==> config.mk <==
export PLATFORM = sky130hd
export DESIGN_NAME = h264_slice_header_writer_flat
export DESIGN_NICKNAME = d
export VERILOG_FILES = /design/src/rtl/hsw_pkg.sv /design/src/rtl/hsw_req_if.sv /design/src/rtl/hsw_res_if.sv /design/src/rtl/h264_slice_header_writer.sv /design/src/flat_wrapper.sv
export SDC_FILE = /design/constraint.sdc
export NUM_CORES = 1
export LEC_CHECK = 0
export ABC_AREA = 1
export BUFFER_PORTS_ARGS = -buffer_cell sky130_fd_sc_hd__buf_2
export CELL_PAD_IN_SITES_DETAIL_PLACEMENT = 1
export CELL_PAD_IN_SITES_GLOBAL_PLACEMENT = 2
export CORE_ASPECT_RATIO = 0.7
export CORE_MARGIN = 3
export CORE_UTILIZATION = 39
export CTS_BUF_LIST = sky130_fd_sc_hd__clkbuf_8
export DETAILED_ROUTE_END_ITERATION = 10
export MAX_ROUTING_LAYER = met4
export PLACE_DENSITY = 0.86
export RECOVER_POWER = 25
export REMOVE_ABC_BUFFERS = 1
export SETUP_SLACK_MARGIN = 0.02
export SLEW_MARGIN = 20
export SYNTH_ARGS = -nofsm -noshare
export SYNTH_HDL_FRONTEND = slang
export SYNTH_SLANG_ARGS = --single-unit
==> constraint.sdc <==
create_clock -name clk -period 8.5 [get_ports clk]
set_clock_uncertainty 0.15 [all_clocks]
set_input_delay 0 -clock clk [delete_from_list [all_inputs] [get_ports clk]]
set_output_delay 0 -clock clk [all_outputs]
set_load 0.005 [all_outputs]
==> src/rtl/hsw_pkg.sv <==
// ----------------------------------------------------------------------------
// hsw_pkg
// Types, constants and helper functions shared by the slice header writer.
// ----------------------------------------------------------------------------
package hsw_pkg;

    localparam int FMB_W    = 16;
    localparam int STYPE_W  = 4;
    localparam int FNUM_W   = 16;
    localparam int IDR_ID_W = 16;
    localparam int REFP_W   = 2;
    localparam int QP_W     = 7;
    localparam int BYTE_W   = 8;
    localparam int TAILC_W  = 3;

    // configuration register widths and indexes
    localparam int CFG_IDX_W  = 2;
    localparam int CFG_DATA_W = 8;
    localparam logic [CFG_IDX_W-1:0] CFG_FRAME_NUM_BITS = 2'd0;
    localparam logic [CFG_IDX_W-1:0] CFG_POC_MODE       = 2'd1;
    localparam logic [CFG_IDX_W-1:0] CFG_POC_LSB_BITS   = 2'd2;
    localparam logic [CFG_IDX_W-1:0] CFG_PICTURE_SET_ID = 2'd3;

    localparam int FBITS_W = 5;
    localparam int POCM_W  = 2;
    localparam logic [FBITS_W-1:0] FIELD_BITS_MAX = 5'd16;

    // exp-golomb code word (value + 1) and segment lengths
    localparam int CODE_W  = 17;
    localparam int CIDX_W  = 5;
    localparam int CLEN_W  = 5;
    localparam int SEGN_W  = 6;

    // slice classes
    localparam logic [2:0] CLS_P  = 3'd0;
    localparam logic [2:0] CLS_B  = 3'd1;
    localparam logic [2:0] CLS_I  = 3'd2;
    localparam logic [2:0] CLS_SP = 3'd3;
    localparam logic [2:0] CLS_SI = 3'd4;

    typedef enum logic [12:0] {
        ST_IDLE  = 13'b0000000000001,
        ST_FMB   = 13'b0000000000010,
        ST_STYPE = 13'b0000000000100,
        ST_PPS   = 13'b0000000001000,
        ST_FNUM  = 13'b0000000010000,
        ST_IDR   = 13'b0000000100000,
        ST_POC   = 13'b0000001000000,
        ST_OVR   = 13'b0000010000000,
        ST_FNM1  = 13'b0000100000000,
        ST_REORD = 13'b0001000000000,
        ST_MARK  = 13'b0010000000000,
        ST_QP    = 13'b0100000000000,
        ST_TAIL  = 13'b1000000000000
    } seg_state_t;

    function automatic seg_state_t next_seg(input seg_state_t s);
        seg_state_t r;
        case (s)
            ST_FMB:   r = ST_STYPE;
            ST_STYPE: r = ST_PPS;
            ST_PPS:   r = ST_FNUM;
            ST_FNUM:  r = ST_IDR;
            ST_IDR:   r = ST_POC;
            ST_POC:   r = ST_OVR;
            ST_OVR:   r = ST_FNM1;
            ST_FNM1:  r = ST_REORD;
            ST_REORD: r = ST_MARK;
            ST_MARK:  r = ST_QP;
            ST_QP:    r = ST_TAIL;
            default:  r = ST_IDLE;
        endcase
        return r;
    endfunction

    // slice type modulo 5
    function automatic logic [2:0] slice_class(input logic [STYPE_W-1:0] t);
        logic [2:0] c;
        case (t)
            4'd0, 4'd5, 4'd10, 4'd15: c = CLS_P;
            4'd1, 4'd6, 4'd11:        c = CLS_B;
            4'd2, 4'd7, 4'd12:        c = CLS_I;
            4'd3, 4'd8, 4'd13:        c = CLS_SP;
            default:                  c = CLS_SI;
        endcase
        return c;
    endfunction

    // bit length of a nonzero code word
    function automatic logic [CLEN_W-1:0] code_len(input logic [CODE_W-1:0] c);
        logic [CLEN_W-1:0] l;
        l = '0;
        for (int i = 0; i < CODE_W; i++) begin
            if (c[i])
            begin
                l = CLEN_W'(i + 1);
            end
        end
        return l;
    endfunction

    // a ue code word is its value written in 2*len-1 bits
    function automatic logic [SEGN_W-1:0] ue_bits(input logic [CODE_W-1:0] c);
        logic [CLEN_W-1:0] l;
        l = code_len(c);
        return {l, 1'b0} - SEGN_W'(1);
    endfunction

endpackage

==> src/rtl/hsw_req_if.sv <==
// ----------------------------------------------------------------------------
// hsw_req_if
// Slice header request channel: valid/ready plus the request fields.
// ----------------------------------------------------------------------------
interface hsw_req_if;
    logic                            valid;
    logic                            ready;
    logic [hsw_pkg::FMB_W-1:0]       first_macroblock;
    logic [hsw_pkg::STYPE_W-1:0]     slice_type;
    logic [hsw_pkg::FNUM_W-1:0]      frame_number;
    logic                            is_idr;
    logic [hsw_pkg::IDR_ID_W-1:0]    idr_picture_id;
    logic [hsw_pkg::REFP_W-1:0]      ref_priority;
    logic                            ref_count_override;
    logic signed [hsw_pkg::QP_W-1:0] qp_difference;

    modport source (
        output valid, first_macroblock, slice_type, frame_number, is_idr,
               idr_picture_id, ref_priority, ref_count_override, qp_difference,
        input  ready
    );
    modport sink (
        input  valid, first_macroblock, slice_type, frame_number, is_idr,
               idr_picture_id, ref_priority, ref_count_override, qp_difference,
        output ready
    );
endinterface

==> src/rtl/hsw_res_if.sv <==
// ----------------------------------------------------------------------------
// hsw_res_if
// Header byte channel: valid/ready plus one byte and tail marking.
// ----------------------------------------------------------------------------
interface hsw_res_if;
    logic                         valid;
    logic                         ready;
    logic [hsw_pkg::BYTE_W-1:0]   out_byte;
    logic [hsw_pkg::TAILC_W-1:0]  tail_bit_count;
    logic                         is_tail;

    modport source (
        output valid, out_byte, tail_bit_count, is_tail,
        input  ready
    );
    modport sink (
        input  valid, out_byte, tail_bit_count, is_tail,
        output ready
    );
endinterface

==> src/rtl/h264_slice_header_writer.sv <==
// ----------------------------------------------------------------------------
// h264_slice_header_writer
// Serialises one slice header per request, msb first, into bytes and a tail.
// ----------------------------------------------------------------------------
//   channel | dir | carries
//   req     | in  | slice header request fields
//   res     | out | header bytes, then one tail with the leftover bits
//   cfg     | in  | register writes (enable, index, data)
//
// one header bit leaves the bit shifter per cycle while the shifter is not held;
// each field is first loaded into the shifter before its bits are shifted out,
// and the tail follows the last field.
// a new request is taken only once the tail has entered the output register.
// the shifter holds while a completed byte waits on a full output register.
// reset clears control state and the configuration registers to their defaults.
// ----------------------------------------------------------------------------
module h264_slice_header_writer #(
    parameter int MAX_HEADER_BYTES = 32
) (
    input  logic                               clk,
    input  logic                               rst_n,
    hsw_req_if.sink                            req,
    hsw_res_if.source                          res,
    input  logic                               cfg_we,
    input  logic [hsw_pkg::CFG_IDX_W-1:0]      cfg_index,
    input  logic [hsw_pkg::CFG_DATA_W-1:0]     cfg_data
);

    localparam int HDR_BITS = MAX_HEADER_BYTES * 8;
    localparam int TOT_W    = $clog2(HDR_BITS + 1);

    // configuration
    logic [hsw_pkg::FBITS_W-1:0] fnb_reg;
    logic [hsw_pkg::POCM_W-1:0]  pocm_reg;
    logic [hsw_pkg::FBITS_W-1:0] plb_reg;
    logic [7:0]                  pps_reg;

    // latched request
    logic [hsw_pkg::FMB_W-1:0]       fmb_reg;
    logic [hsw_pkg::STYPE_W-1:0]     stype_reg;
    logic [hsw_pkg::FNUM_W-1:0]      fnum_reg;
    logic                            idr_reg;
    logic [hsw_pkg::IDR_ID_W-1:0]    idr_id_reg;
    logic [hsw_pkg::REFP_W-1:0]      refp_reg;
    logic                            ovr_reg;
    logic signed [hsw_pkg::QP_W-1:0] qp_reg;

    // field shifter
    hsw_pkg::seg_state_t          state_reg, state_next;
    logic                         loaded_reg, loaded_next;
    logic [hsw_pkg::SEGN_W-1:0]   cnt_reg, cnt_next;
    logic [hsw_pkg::CODE_W-1:0]   val_reg, val_next;
    logic [TOT_W-1:0]             tot_reg, tot_next;
    logic [2:0]                   bitcnt_reg, bitcnt_next;
    logic [7:0]                   byte_reg, byte_next;

    // output register
    logic                         out_valid_reg, out_valid_next;
    logic [7:0]                   out_byte_reg, out_byte_next;
    logic [2:0]                   out_tcnt_reg, out_tcnt_next;
    logic                         out_tail_reg, out_tail_next;

    logic                         accept;
    logic [2:0]                   cls;
    logic [hsw_pkg::FBITS_W-1:0]  fb;
    logic [hsw_pkg::FBITS_W-1:0]  pb;
    logic [hsw_pkg::SEGN_W-1:0]   ld_n;
    logic [hsw_pkg::CODE_W-1:0]   ld_val;
    logic [hsw_pkg::CODE_W-1:0]   qp_code;
    logic [7:0]                   qp_mag;
    logic [hsw_pkg::SEGN_W-1:0]   cnt_m1;
    logic                         cur_bit;
    logic                         drop;
    logic                         out_free;

    assign accept    = req.valid && req.ready;
    assign req.ready = (state_reg == hsw_pkg::ST_IDLE);

    assign res.valid          = out_valid_reg;
    assign res.out_byte       = out_byte_reg;
    assign res.tail_bit_count = out_tcnt_reg;
    assign res.is_tail        = out_tail_reg;

    assign cls = hsw_pkg::slice_class(stype_reg);
    assign fb  = (fnb_reg > hsw_pkg::FIELD_BITS_MAX) ? hsw_pkg::FIELD_BITS_MAX : fnb_reg;
    assign pb  = (plb_reg > hsw_pkg::FIELD_BITS_MAX) ? hsw_pkg::FIELD_BITS_MAX : plb_reg;

    // se mapping: positive q -> 2q, else 2|q|+1 (as code word, value + 1)
    assign qp_mag  = 8'(-{qp_reg[hsw_pkg::QP_W-1], qp_reg});
    assign qp_code = (!qp_reg[hsw_pkg::QP_W-1] && (qp_reg != '0))
                   ? hsw_pkg::CODE_W'({qp_reg, 1'b0})
                   : hsw_pkg::CODE_W'({qp_mag, 1'b1});

    // length and value of the field about to be shifted out
    always_comb
    begin
        ld_n   = '0;
        ld_val = '0;
        case (state_reg)
            hsw_pkg::ST_FMB:
            begin
                ld_val = hsw_pkg::CODE_W'(fmb_reg) + hsw_pkg::CODE_W'(1);
                ld_n   = hsw_pkg::ue_bits(ld_val);
            end
            hsw_pkg::ST_STYPE:
            begin
                ld_val = hsw_pkg::CODE_W'(stype_reg) + hsw_pkg::CODE_W'(1);
                ld_n   = hsw_pkg::ue_bits(ld_val);
            end
            hsw_pkg::ST_PPS:
            begin
                ld_val = hsw_pkg::CODE_W'(pps_reg) + hsw_pkg::CODE_W'(1);
                ld_n   = hsw_pkg::ue_bits(ld_val);
            end
            hsw_pkg::ST_FNUM:
            begin
                ld_val = hsw_pkg::CODE_W'(fnum_reg);
                ld_n   = hsw_pkg::SEGN_W'(fb);
            end
            hsw_pkg::ST_IDR:
            begin
                ld_val = hsw_pkg::CODE_W'(idr_id_reg) + hsw_pkg::CODE_W'(1);
                ld_n   = idr_reg ? hsw_pkg::ue_bits(ld_val) : '0;
            end
            hsw_pkg::ST_POC:
            begin
                ld_val = {fnum_reg, 1'b0};
                ld_n   = (pocm_reg == '0) ? hsw_pkg::SEGN_W'(pb) : '0;
            end
            hsw_pkg::ST_OVR:
            begin
                ld_val = hsw_pkg::CODE_W'(ovr_reg);
                ld_n   = (cls == hsw_pkg::CLS_P || cls == hsw_pkg::CLS_B
                          || cls == hsw_pkg::CLS_SP) ? hsw_pkg::SEGN_W'(1) : '0;
            end
            hsw_pkg::ST_FNM1:
            begin
                // frame_number - 1 wraps to 65535, whose code word is 65536
                ld_val = (fnum_reg == '0) ? {1'b1, {hsw_pkg::FNUM_W{1'b0}}}
                                          : hsw_pkg::CODE_W'(fnum_reg);
                ld_n   = (ovr_reg && cls == hsw_pkg::CLS_P) ? hsw_pkg::ue_bits(ld_val) : '0;
            end
            hsw_pkg::ST_REORD:
            begin
                ld_n = (cls != hsw_pkg::CLS_I && cls != hsw_pkg::CLS_SI)
                     ? hsw_pkg::SEGN_W'(1) : '0;
            end
            hsw_pkg::ST_MARK:
            begin
                if (refp_reg != '0)
                begin
                    ld_n = idr_reg ? hsw_pkg::SEGN_W'(2) : hsw_pkg::SEGN_W'(1);
                end
            end
            hsw_pkg::ST_QP:
            begin
                ld_val = qp_code;
                ld_n   = hsw_pkg::ue_bits(ld_val);
            end
            default:
            begin
                ld_n   = '0;
                ld_val = '0;
            end
        endcase
    end

    assign cnt_m1   = cnt_reg - hsw_pkg::SEGN_W'(1);
    assign cur_bit  = (cnt_m1 < hsw_pkg::SEGN_W'(hsw_pkg::CODE_W))
                    ? val_reg[cnt_m1[hsw_pkg::CIDX_W-1:0]] : 1'b0;
    assign drop     = (tot_reg == TOT_W'(HDR_BITS));
    assign out_free = !out_valid_reg || res.ready;

    always_comb
    begin
        state_next     = state_reg;
        loaded_next    = loaded_reg;
        cnt_next       = cnt_reg;
        val_next       = val_reg;
        tot_next       = tot_reg;
        bitcnt_next    = bitcnt_reg;
        byte_next      = byte_reg;
        out_valid_next = out_valid_reg && !res.ready;
        out_byte_next  = out_byte_reg;
        out_tcnt_next  = out_tcnt_reg;
        out_tail_next  = out_tail_reg;

        case (state_reg)
            hsw_pkg::ST_IDLE:
            begin
                if (accept)
                begin
                    state_next  = hsw_pkg::ST_FMB;
                    loaded_next = 1'b0;
                    tot_next    = '0;
                    bitcnt_next = '0;
                    byte_next   = '0;
                end
            end
            hsw_pkg::ST_TAIL:
            begin
                if (out_free)
                begin
                    out_valid_next = 1'b1;
                    out_byte_next  = byte_reg;
                    out_tcnt_next  = bitcnt_reg;
                    out_tail_next  = 1'b1;
                    state_next     = hsw_pkg::ST_IDLE;
                end
            end
            default:
            begin
                if (!loaded_reg)
                begin
                    cnt_next = ld_n;
                    val_next = ld_val;
                    if (ld_n == '0)
                    begin
                        state_next = hsw_pkg::next_seg(state_reg);
                    end
                    else
                    begin
                        loaded_next = 1'b1;
                    end
                end
                else if (drop || bitcnt_reg != 3'd7 || out_free)
                begin
                    // bits past the buffer limit are dropped
                    if (!drop)
                    begin
                        tot_next = tot_reg + TOT_W'(1);
                        byte_next[3'd7 - bitcnt_reg] = cur_bit;
                        bitcnt_next = bitcnt_reg + 3'd1;
                        if (bitcnt_reg == 3'd7)
                        begin
                            out_valid_next = 1'b1;
                            out_byte_next  = byte_next;
                            out_tcnt_next  = '0;
                            out_tail_next  = 1'b0;
                            byte_next      = '0;
                        end
                    end
                    cnt_next = cnt_m1;
                    if (cnt_reg == hsw_pkg::SEGN_W'(1))
                    begin
                        loaded_next = 1'b0;
                        state_next  = hsw_pkg::next_seg(state_reg);
                    end
                end
            end
        endcase
    end

    always_ff @(posedge clk or negedge rst_n)
    begin
        if (!rst_n)
        begin
            state_reg     <= hsw_pkg::ST_IDLE;
            loaded_reg    <= 1'b0;
            cnt_reg       <= '0;
            tot_reg       <= '0;
            bitcnt_reg    <= '0;
            out_valid_reg <= 1'b0;
            fnb_reg       <= 5'd4;
            pocm_reg      <= '0;
            plb_reg       <= 5'd4;
            pps_reg       <= '0;
        end
        else
        begin
            state_reg     <= state_next;
            loaded_reg    <= loaded_next;
            cnt_reg       <= cnt_next;
            tot_reg       <= tot_next;
            bitcnt_reg    <= bitcnt_next;
            out_valid_reg <= out_valid_next;
            if (cfg_we)
            begin
                case (cfg_index)
                    hsw_pkg::CFG_FRAME_NUM_BITS: fnb_reg  <= cfg_data[hsw_pkg::FBITS_W-1:0];
                    hsw_pkg::CFG_POC_MODE:       pocm_reg <= cfg_data[hsw_pkg::POCM_W-1:0];
                    hsw_pkg::CFG_POC_LSB_BITS:   plb_reg  <= cfg_data[hsw_pkg::FBITS_W-1:0];
                    hsw_pkg::CFG_PICTURE_SET_ID: pps_reg  <= cfg_data;
                    default:                     pps_reg  <= pps_reg;
                endcase
            end
        end
    end

    // payload registers
    always_ff @(posedge clk)
    begin
        val_reg      <= val_next;
        byte_reg     <= byte_next;
        out_byte_reg <= out_byte_next;
        out_tcnt_reg <= out_tcnt_next;
        out_tail_reg <= out_tail_next;
        if (accept)
        begin
            fmb_reg    <= req.first_macroblock;
            stype_reg  <= req.slice_type;
            fnum_reg   <= req.frame_number;
            idr_reg    <= req.is_idr;
            idr_id_reg <= req.idr_picture_id;
            refp_reg   <= req.ref_priority;
            ovr_reg    <= req.ref_count_override;
            qp_reg     <= req.qp_difference;
        end
    end

endmodule
==> src/flat_wrapper.sv <==
// flat-port wrapper written by rule: the top's interface ports become plain ports
module h264_slice_header_writer_flat 
#(
    parameter int MAX_HEADER_BYTES = 32
)
  (clk, rst_n, cfg_we, cfg_index, cfg_data, req_valid, req_first_macroblock, req_slice_type, req_frame_number, req_is_idr, req_idr_picture_id, req_ref_priority, req_ref_count_override, req_qp_difference, req_ready, res_valid, res_out_byte, res_tail_bit_count, res_is_tail, res_ready);
  hsw_req_if req_i ();
  hsw_res_if res_i ();
  input  logic clk;
  input  logic rst_n;
  input  logic cfg_we;
  input  logic [hsw_pkg::CFG_IDX_W-1:0] cfg_index;
  input  logic [hsw_pkg::CFG_DATA_W-1:0] cfg_data;
  input wire logic [$bits(req_i.valid)-1:0] req_valid;
  input wire logic [$bits(req_i.first_macroblock)-1:0] req_first_macroblock;
  input wire logic [$bits(req_i.slice_type)-1:0] req_slice_type;
  input wire logic [$bits(req_i.frame_number)-1:0] req_frame_number;
  input wire logic [$bits(req_i.is_idr)-1:0] req_is_idr;
  input wire logic [$bits(req_i.idr_picture_id)-1:0] req_idr_picture_id;
  input wire logic [$bits(req_i.ref_priority)-1:0] req_ref_priority;
  input wire logic [$bits(req_i.ref_count_override)-1:0] req_ref_count_override;
  input wire logic [$bits(req_i.qp_difference)-1:0] req_qp_difference;
  output wire logic [$bits(req_i.ready)-1:0] req_ready;
  output wire logic [$bits(res_i.valid)-1:0] res_valid;
  output wire logic [$bits(res_i.out_byte)-1:0] res_out_byte;
  output wire logic [$bits(res_i.tail_bit_count)-1:0] res_tail_bit_count;
  output wire logic [$bits(res_i.is_tail)-1:0] res_is_tail;
  input wire logic [$bits(res_i.ready)-1:0] res_ready;
  assign req_i.valid = req_valid;
  assign req_i.first_macroblock = req_first_macroblock;
  assign req_i.slice_type = req_slice_type;
  assign req_i.frame_number = req_frame_number;
  assign req_i.is_idr = req_is_idr;
  assign req_i.idr_picture_id = req_idr_picture_id;
  assign req_i.ref_priority = req_ref_priority;
  assign req_i.ref_count_override = req_ref_count_override;
  assign req_i.qp_difference = req_qp_difference;
  assign req_ready = req_i.ready;
  assign res_valid = res_i.valid;
  assign res_out_byte = res_i.out_byte;
  assign res_tail_bit_count = res_i.tail_bit_count;
  assign res_is_tail = res_i.is_tail;
  assign res_i.ready = res_ready;
  h264_slice_header_writer #(.MAX_HEADER_BYTES(MAX_HEADER_BYTES)) u_core (.clk(clk), .rst_n(rst_n), .req(req_i), .res(res_i), .cfg_we(cfg_we), .cfg_index(cfg_index), .cfg_data(cfg_data));
endmodule
==> results of run 1 <==
[worst max-delay path by stage]
| stage | from | slack (ps) | cells past startpoint | to |
|---|---|---|---|---|
| 2_1_floorplan | u_core.state_reg[4] | 4710 | 11 | u_core.state_reg[10] |
| 3_3_place_gp | u_core.fmb_reg[0] | 4520 | 28 | u_core.state_reg[10] |
| 3_5_place_dp | u_core.fmb_reg[0] | 4440 | 28 | u_core.state_reg[2] |
| 4_1_cts | u_core.fmb_reg[0] | 4410 | 28 | u_core.state_reg[7] |
| 5_1_grt | u_core.fmb_reg[0] | 3980 | 27 | u_core.state_reg[7] |
| 6_report | u_core.fmb_reg[0] | 4400 | 28 | u_core.state_reg[7] |
[through the flow]
step                      total power, uW  utilization, %  cell area (sq um)  worst slack, ps  hold WS, ps
after floorplan                      2160               -               9490             4710         -446
after global placement               2590            43.6              10400             4520         26.0
after detailed placement             2630            43.6              10400             4440         28.7
after CTS                            3260            48.5              11600             4410         42.1
after global routing                 3500            48.5              11600             3980         46.1
final                                3250            48.5              11600             4400         63.2
[area by class of cell]
class / instances / area (sq um) / area share [%]
Clock buffer: 17 / 234 / 2.02
Inverter: 195 / 732 / 6.32
Sequential cell: 156 / 4390 / 37.9
Timing Repair Buffer: 176 / 1280 / 11.1
Clock inverter: 15 / 154 / 1.33
Multi-Input combinational cell: 855 / 4390 / 37.9
Tap cell: 318 / 398 / 3.43
[critical path, delay by kind of cell (launching register included)]
kind                     cells  cell delay [ps]
AND/OR/NAND/NOR             24             2470
adder cells (fa/ha/maj)      2              580
flip-flops                   1              520
AO/OA/AOI/OAI                1              210
buffers and inverters        1               50
[layer usage]
layer  GRT usage (%)  vias to the layer above  part of all wire [%]
met2            35.1                      172                    42
met4            3.85                        0                  0.58
li1                -                     4438                     -
met3            4.10                       10                   4.5
met5               -                        -                     0
met1            36.9                     4447                    53
[placed cells by master (no fill, tap or decap), drive strengths merged, types with 4 or more instances in the layout]
master         n
a21oi         41
a22oi          8
a31oi          4
buf           89
clkbuf        24
clkinv         8
dfrtp         50
dlygate4sd3   80
edfxtp       100
ha            27
inv          196
nand2        307
nand3         85
nand4         20
nor2         147
nor3          31
nor3b          4
nor4           6
o21ai         76
o221ai        11
o22ai         25
xnor2          4
xor2          23
[cell families after synthesis]
family                   after synthesis  share of synthesized area [%]
AO/OA/AOI/OAI                        190                           11.9
buffers and inverters                210                           8.44
multiplexers                           4                          0.445
XOR/XNOR                              27                           2.55
adder cells (fa/ha/maj)               27                           3.53
AND/OR/NAND/NOR                      607                           27.3
flip-flops                           156                           45.9
[power breakdown]
part | leakage, uW | internal [uW] | switching [uW] | total, uW
combinational | 0.00342 | 437 | 966 | 1400
sequential | 0.00164 | 1090 | 171 | 1260
clock | 0.000191 | 284 | 303 | 586
==> results.yml, run 1 <==
floorplan:
  core_sq_um: 23900
  die_y_um: 137
  die-area_sq_um: 26500
  rows: 47
  die_width_um: 193
  boundaryPins: 92
  start_util_pct: 40.1
clocking:
  postCtsSetupBuffers: 0
  numCtsBuffers: 17
  cts_root_buf: "clkbuf_8"
  htreeDepth: 4
  cts_tree: "built"
  cts_sinks: 156
  cts_resized: 0
  clk_latency_ps: 490
  clkTransAtPathRegs_ps: 100
  cts_max_path_buffers: 2
  hold_buffers: 80
worst_setup_path:
  startpoint_type: "flop"
  critical_path_class: "flop to flop"
  timing.rr.end: "u_core.state_reg[7]"
  end_kind: "flop"
  slowest_delay_ps: 520
  r2r_cells: 28
  cp_slowest_cell: "edfxtp_1"
  crit_fanout: 15
  reg2reg_setup_slack_ps: 4400
  rr_startpoint: "u_core.fmb_reg[0]"
  crit_arrival_ps: 4320
  crit_required_ps: 8720
  critPathMostFrequentCell: "nand2_1"
synth:
  syn-cell-area_sq_um: 9570
  avgSynthCellArea_sq_um: 7.84
  yosys_warnings: 0
  async_flop_share_pct: 34.0
  yosysMostFrequentCell: "nand2_1"
  yosys_register_bits: 156
  ys_top_cells_by_count: "nand2_1 (300), inv_1 (188), nor2_1 (137)"
  yosys.area.top_type: "edfxtp_1"
  ys_dominant_reg_cell: "edfxtp_1"
  synthTopCellsByArea: "edfxtp_1 (31%), dfrtp_1 (13%), nand2_1 (12%), inv_1 (7.4%), nor2_1 (5.4%)"
  synth_top_area_share_pct: 31.4
  synthCells: 1221
  ys_seq_area_share_pct: 45.9
  yosysUniqueCellTypes: 54
  synth-edff-count: 100
drt:
  via_per_inst: 5.23
  avgRoutedWirePerCell_um: 17.6
  vias: 9067
  drc: 0
  drt_first_iter_violations: 589
  drt_first_pass_iters: 5
  wirelength_mm: 30.4
  ant_nets: 0
run_status:
  violations: "max-capacitance violations, max-slew violations"
  outcome: "finished, violations left"
timing:
  hold_viol: 0
  fmax_ghz: 0.244
  finalSetupViolCount: 0
  slew_headroom_pct: -111
  grt_setup_unrepaired: "no"
  slew_viol_final: 54
  min_period_ps: 4100
  period_share_pct: 48.3
  tightest_slew_ps: 3160
  setup-tns-final_ps: 0
finish:
  areaGrowthSynthToFinish_pct: 21.1
  largest_reg_flops: 17
  insertedDiodeCount: 0
  filler_cell_count: 3026
  fin_nets: 1506
  layout-drive-gt1-share_pct: 10.8
  instances_no_fill: 1732
global_routing:
  grt_max_degree: 71
  overflow: 0
  grt_pass1_vias: 9017
  globalRouteTotalUtil_pct: 24.5
  antenna_found_initial: 0
  grt_pass1_wl_mm: 48.5
placement:
  place_congestion: 0.882
  numPlacedInstances: 1620
  hpwl_mm: 23.1
  numPortBuffers: 91
hold_path:
  min_to: "u_core.fmb_reg[8]"
  holdCritStartpoint: "req_first_macroblock[8]"
  hold_depth: 2
  hold_class: "input pin to flop"
power_and_ir_drop:
  power_density_nw_per_um2: 280
  p_leak_uw: 0.00525
  ir_worst_vdd_v: 0.000173
run:
  maxCapViolCount: 1
No activity file was read; power rests on OpenSTA's default activity.
==> run 2, diff against run 1 <==
- CORE_UTILIZATION: 39 -> 37
- PLACE_DENSITY: 0.86 -> 0.82
- clock period: 8.5 -> 4.02 ns (I/O delays scaled with it)
==> results.yml, run 2 (synthesized netlist as in run 1, its figures left out) <==
run_status:
  outcome: "finished, violations left"
  violations: "max-capacitance violations, max-slew violations"
timing:
  hold_viol: 0
  whs_ps: 63.1
  period_share_pct: 93.8
  finalSetupViolCount: 0
  min_period_ps: 3770
  slew_headroom_pct: -111
  fmax_ghz: 0.265
  slew_viol_final: 54
  tightest_slew_ps: 3160
worst_setup_path:
  r2r_cells: 27
  critical_path_class: "flop to flop"
  crit_arrival_ps: 4000
  end_kind: "flop"
  startpoint_type: "flop"
  timing.rr.end: "u_core.state_reg[4]"
  rr_startpoint: "u_core.fmb_reg[0]"
  crit_required_ps: 4250
  crit_fanout: 8
  reg2reg_setup_slack_ps: 250
finish:
  areaGrowthSynthToFinish_pct: 23.6
  largest_reg_flops: 17
  layout_commonest_cell: "nand2_1"
  filler_cell_count: 3091
  seq_area_sq_um: 4390
  fin_nets: 1533
  layout_common_cells: "nand2_1 (296), inv_1 (191), nor2_1 (135)"
  layout-drive-gt1-share_pct: 12.9
  final_util_pct: 47.2
  multi_input_area_sq_um: 4450
  insertedDiodeCount: 0
drt:
  via_per_inst: 5.16
  ant_nets: 0
  vias: 9119
  wirelength_mm: 32.0
  drt_first_pass_iters: 7
  drc: 0
  avgRoutedWirePerCell_um: 18.1
  drt_first_iter_violations: 703
global_routing:
  globalRouteTotalUtil_pct: 24.4
  overflow: 0
  grt_pass1_wl_mm: 51.1
  antenna_found_initial: 0
  grt_pass1_vias: 9155
  grt_max_degree: 64
hold_path:
  holdCritStartpoint: "req_idr_picture_id[1]"
  hold_class: "input pin to flop"
  min_to: "u_core.idr_id_reg[1]"
  hold_depth: 2
clocking:
  cts_sinks: 156
  clkTransAtPathRegs_ps: 90
  htreeDepth: 4
  cts_tree: "built"
  cts_root_buf: "clkbuf_8"
  numCtsBuffers: 17
  cts_max_path_buffers: 2
  clk_latency_ps: 490
run:
  maxCapViolCount: 1
power_and_ir_drop:
  p_total_uw: 6950
  ir_worst_vdd_v: 0.000254
  p_leak_uw: 0.00535
  power_density_nw_per_um2: 588
placement:
  place_congestion: 0.889
  numPortBuffers: 91
  hpwl_mm: 24.3
floorplan:
  die_width_um: 198
  start_util_pct: 38.2
  core_sq_um: 25000
  die_y_um: 141
  rows: 48
  die-area_sq_um: 27900
  boundaryPins: 92
-- run 2: changes by cell type in the layout (fill, tap and decap cells not counted), moves of 3 or more --
cell / change
buf_2: -3
clkbuf_1: +3
buf_4: +25
nand2_1: -4
nand2_2: +4
clkinv_1: -3
-- run 2: critical path, stage by stage (launching register included) --
cell,delay [ps]
edfxtp_1,500
ha_4,210
nand2_2,80
nor2_4,180
nand2_2,100
o21ai_4,260
nand2_1,90
nand2_1,80
nand2_1,50
nand2_1,50
nand2_1,50
nand2_1,60
nand3_1,70
nand2_1,140
nand2_1,70
inv_1,60
ha_1,220
nor2_1,220
nor2_1,80
nand3b_1,150
nor2_1,70
nand4_1,110
nor2_1,50
nand2_1,90
nand2_4,110
buf_4,190
nand3_1,70
nand2_1,60
-- run 2: metal layers --
| metal | part of all wire, % | GRT usage (%) | wire length [um] | up-vias |
|---|---|---|---|---|
| li1 | - | - | - | 4498 |
| met4 | 0.63 | 3.87 | 202 | 0 |
| met2 | 41 | 33.6 | 13200 | 213 |
| met1 | 53 | 37.5 | 16900 | 4387 |
| met3 | 5.1 | 4.78 | 1640 | 21 |
| met5 | 0 | - | 0 | - |
-- run 2: worst max-delay path by stage --
stage                                   start  cells after the start  slack (ps)                    to
after floorplan           u_core.state_reg[4]                     11         230  u_core.state_reg[10]
after detailed placement    u_core.fmb_reg[0]                     27         -50   u_core.state_reg[4]
after global placement      u_core.fmb_reg[0]                     27          40   u_core.state_reg[2]
after CTS                   u_core.fmb_reg[0]                     27          80   u_core.state_reg[4]
final                       u_core.fmb_reg[0]                     27         250   u_core.state_reg[4]
after global routing        u_core.fmb_reg[4]                     27         -30   u_core.state_reg[9]
-- run 2: report_power, final --
| part | internal, uW | leakage (uW) | switching [uW] |
|---|---|---|---|
| registers | 2290 | 0.00164 | 337 |
| logic | 1070 | 0.00354 | 2130 |
| clock network | 474 | 0.000172 | 637 |
-- run 2: layout make-up --
type	count	share of cell area, %
multi-input combinational	855	37.6
sequential	156	37.2
tap	325	3.44
inverter	195	6.19
clock inverter	15	0.931
timing repair buffer	203	12.7
clock buffer	17	1.98
-- run 2: timing repair --
| action | CTS | global route |
|---|---|---|
| pin swaps | 0 | 3 |
| endpoints found under the setup margin | 13 | 14 |
| endpoints found under the hold margin | 153 | 0 |
| buffers inserted | 0 | 9 |
| resized for setup | 1 | 12 |
| hold buffers | 81 | 0 |
-- run 2: through the flow --
step / cells / setup slack, ps / TNS (ps) / cell area, sq um
finish: 1766 / 248 / 0 / 11800
floorplan: 1206 / 234 / 0 / 9490
CTS: 1757 / 79.5 / 0 / 11700
global placement: 1644 / 43.0 / 0 / 10600
global route: 1766 / -29.5 / -96.7 / 11800
detailed placement: 1644 / -46.2 / -205 / 10600
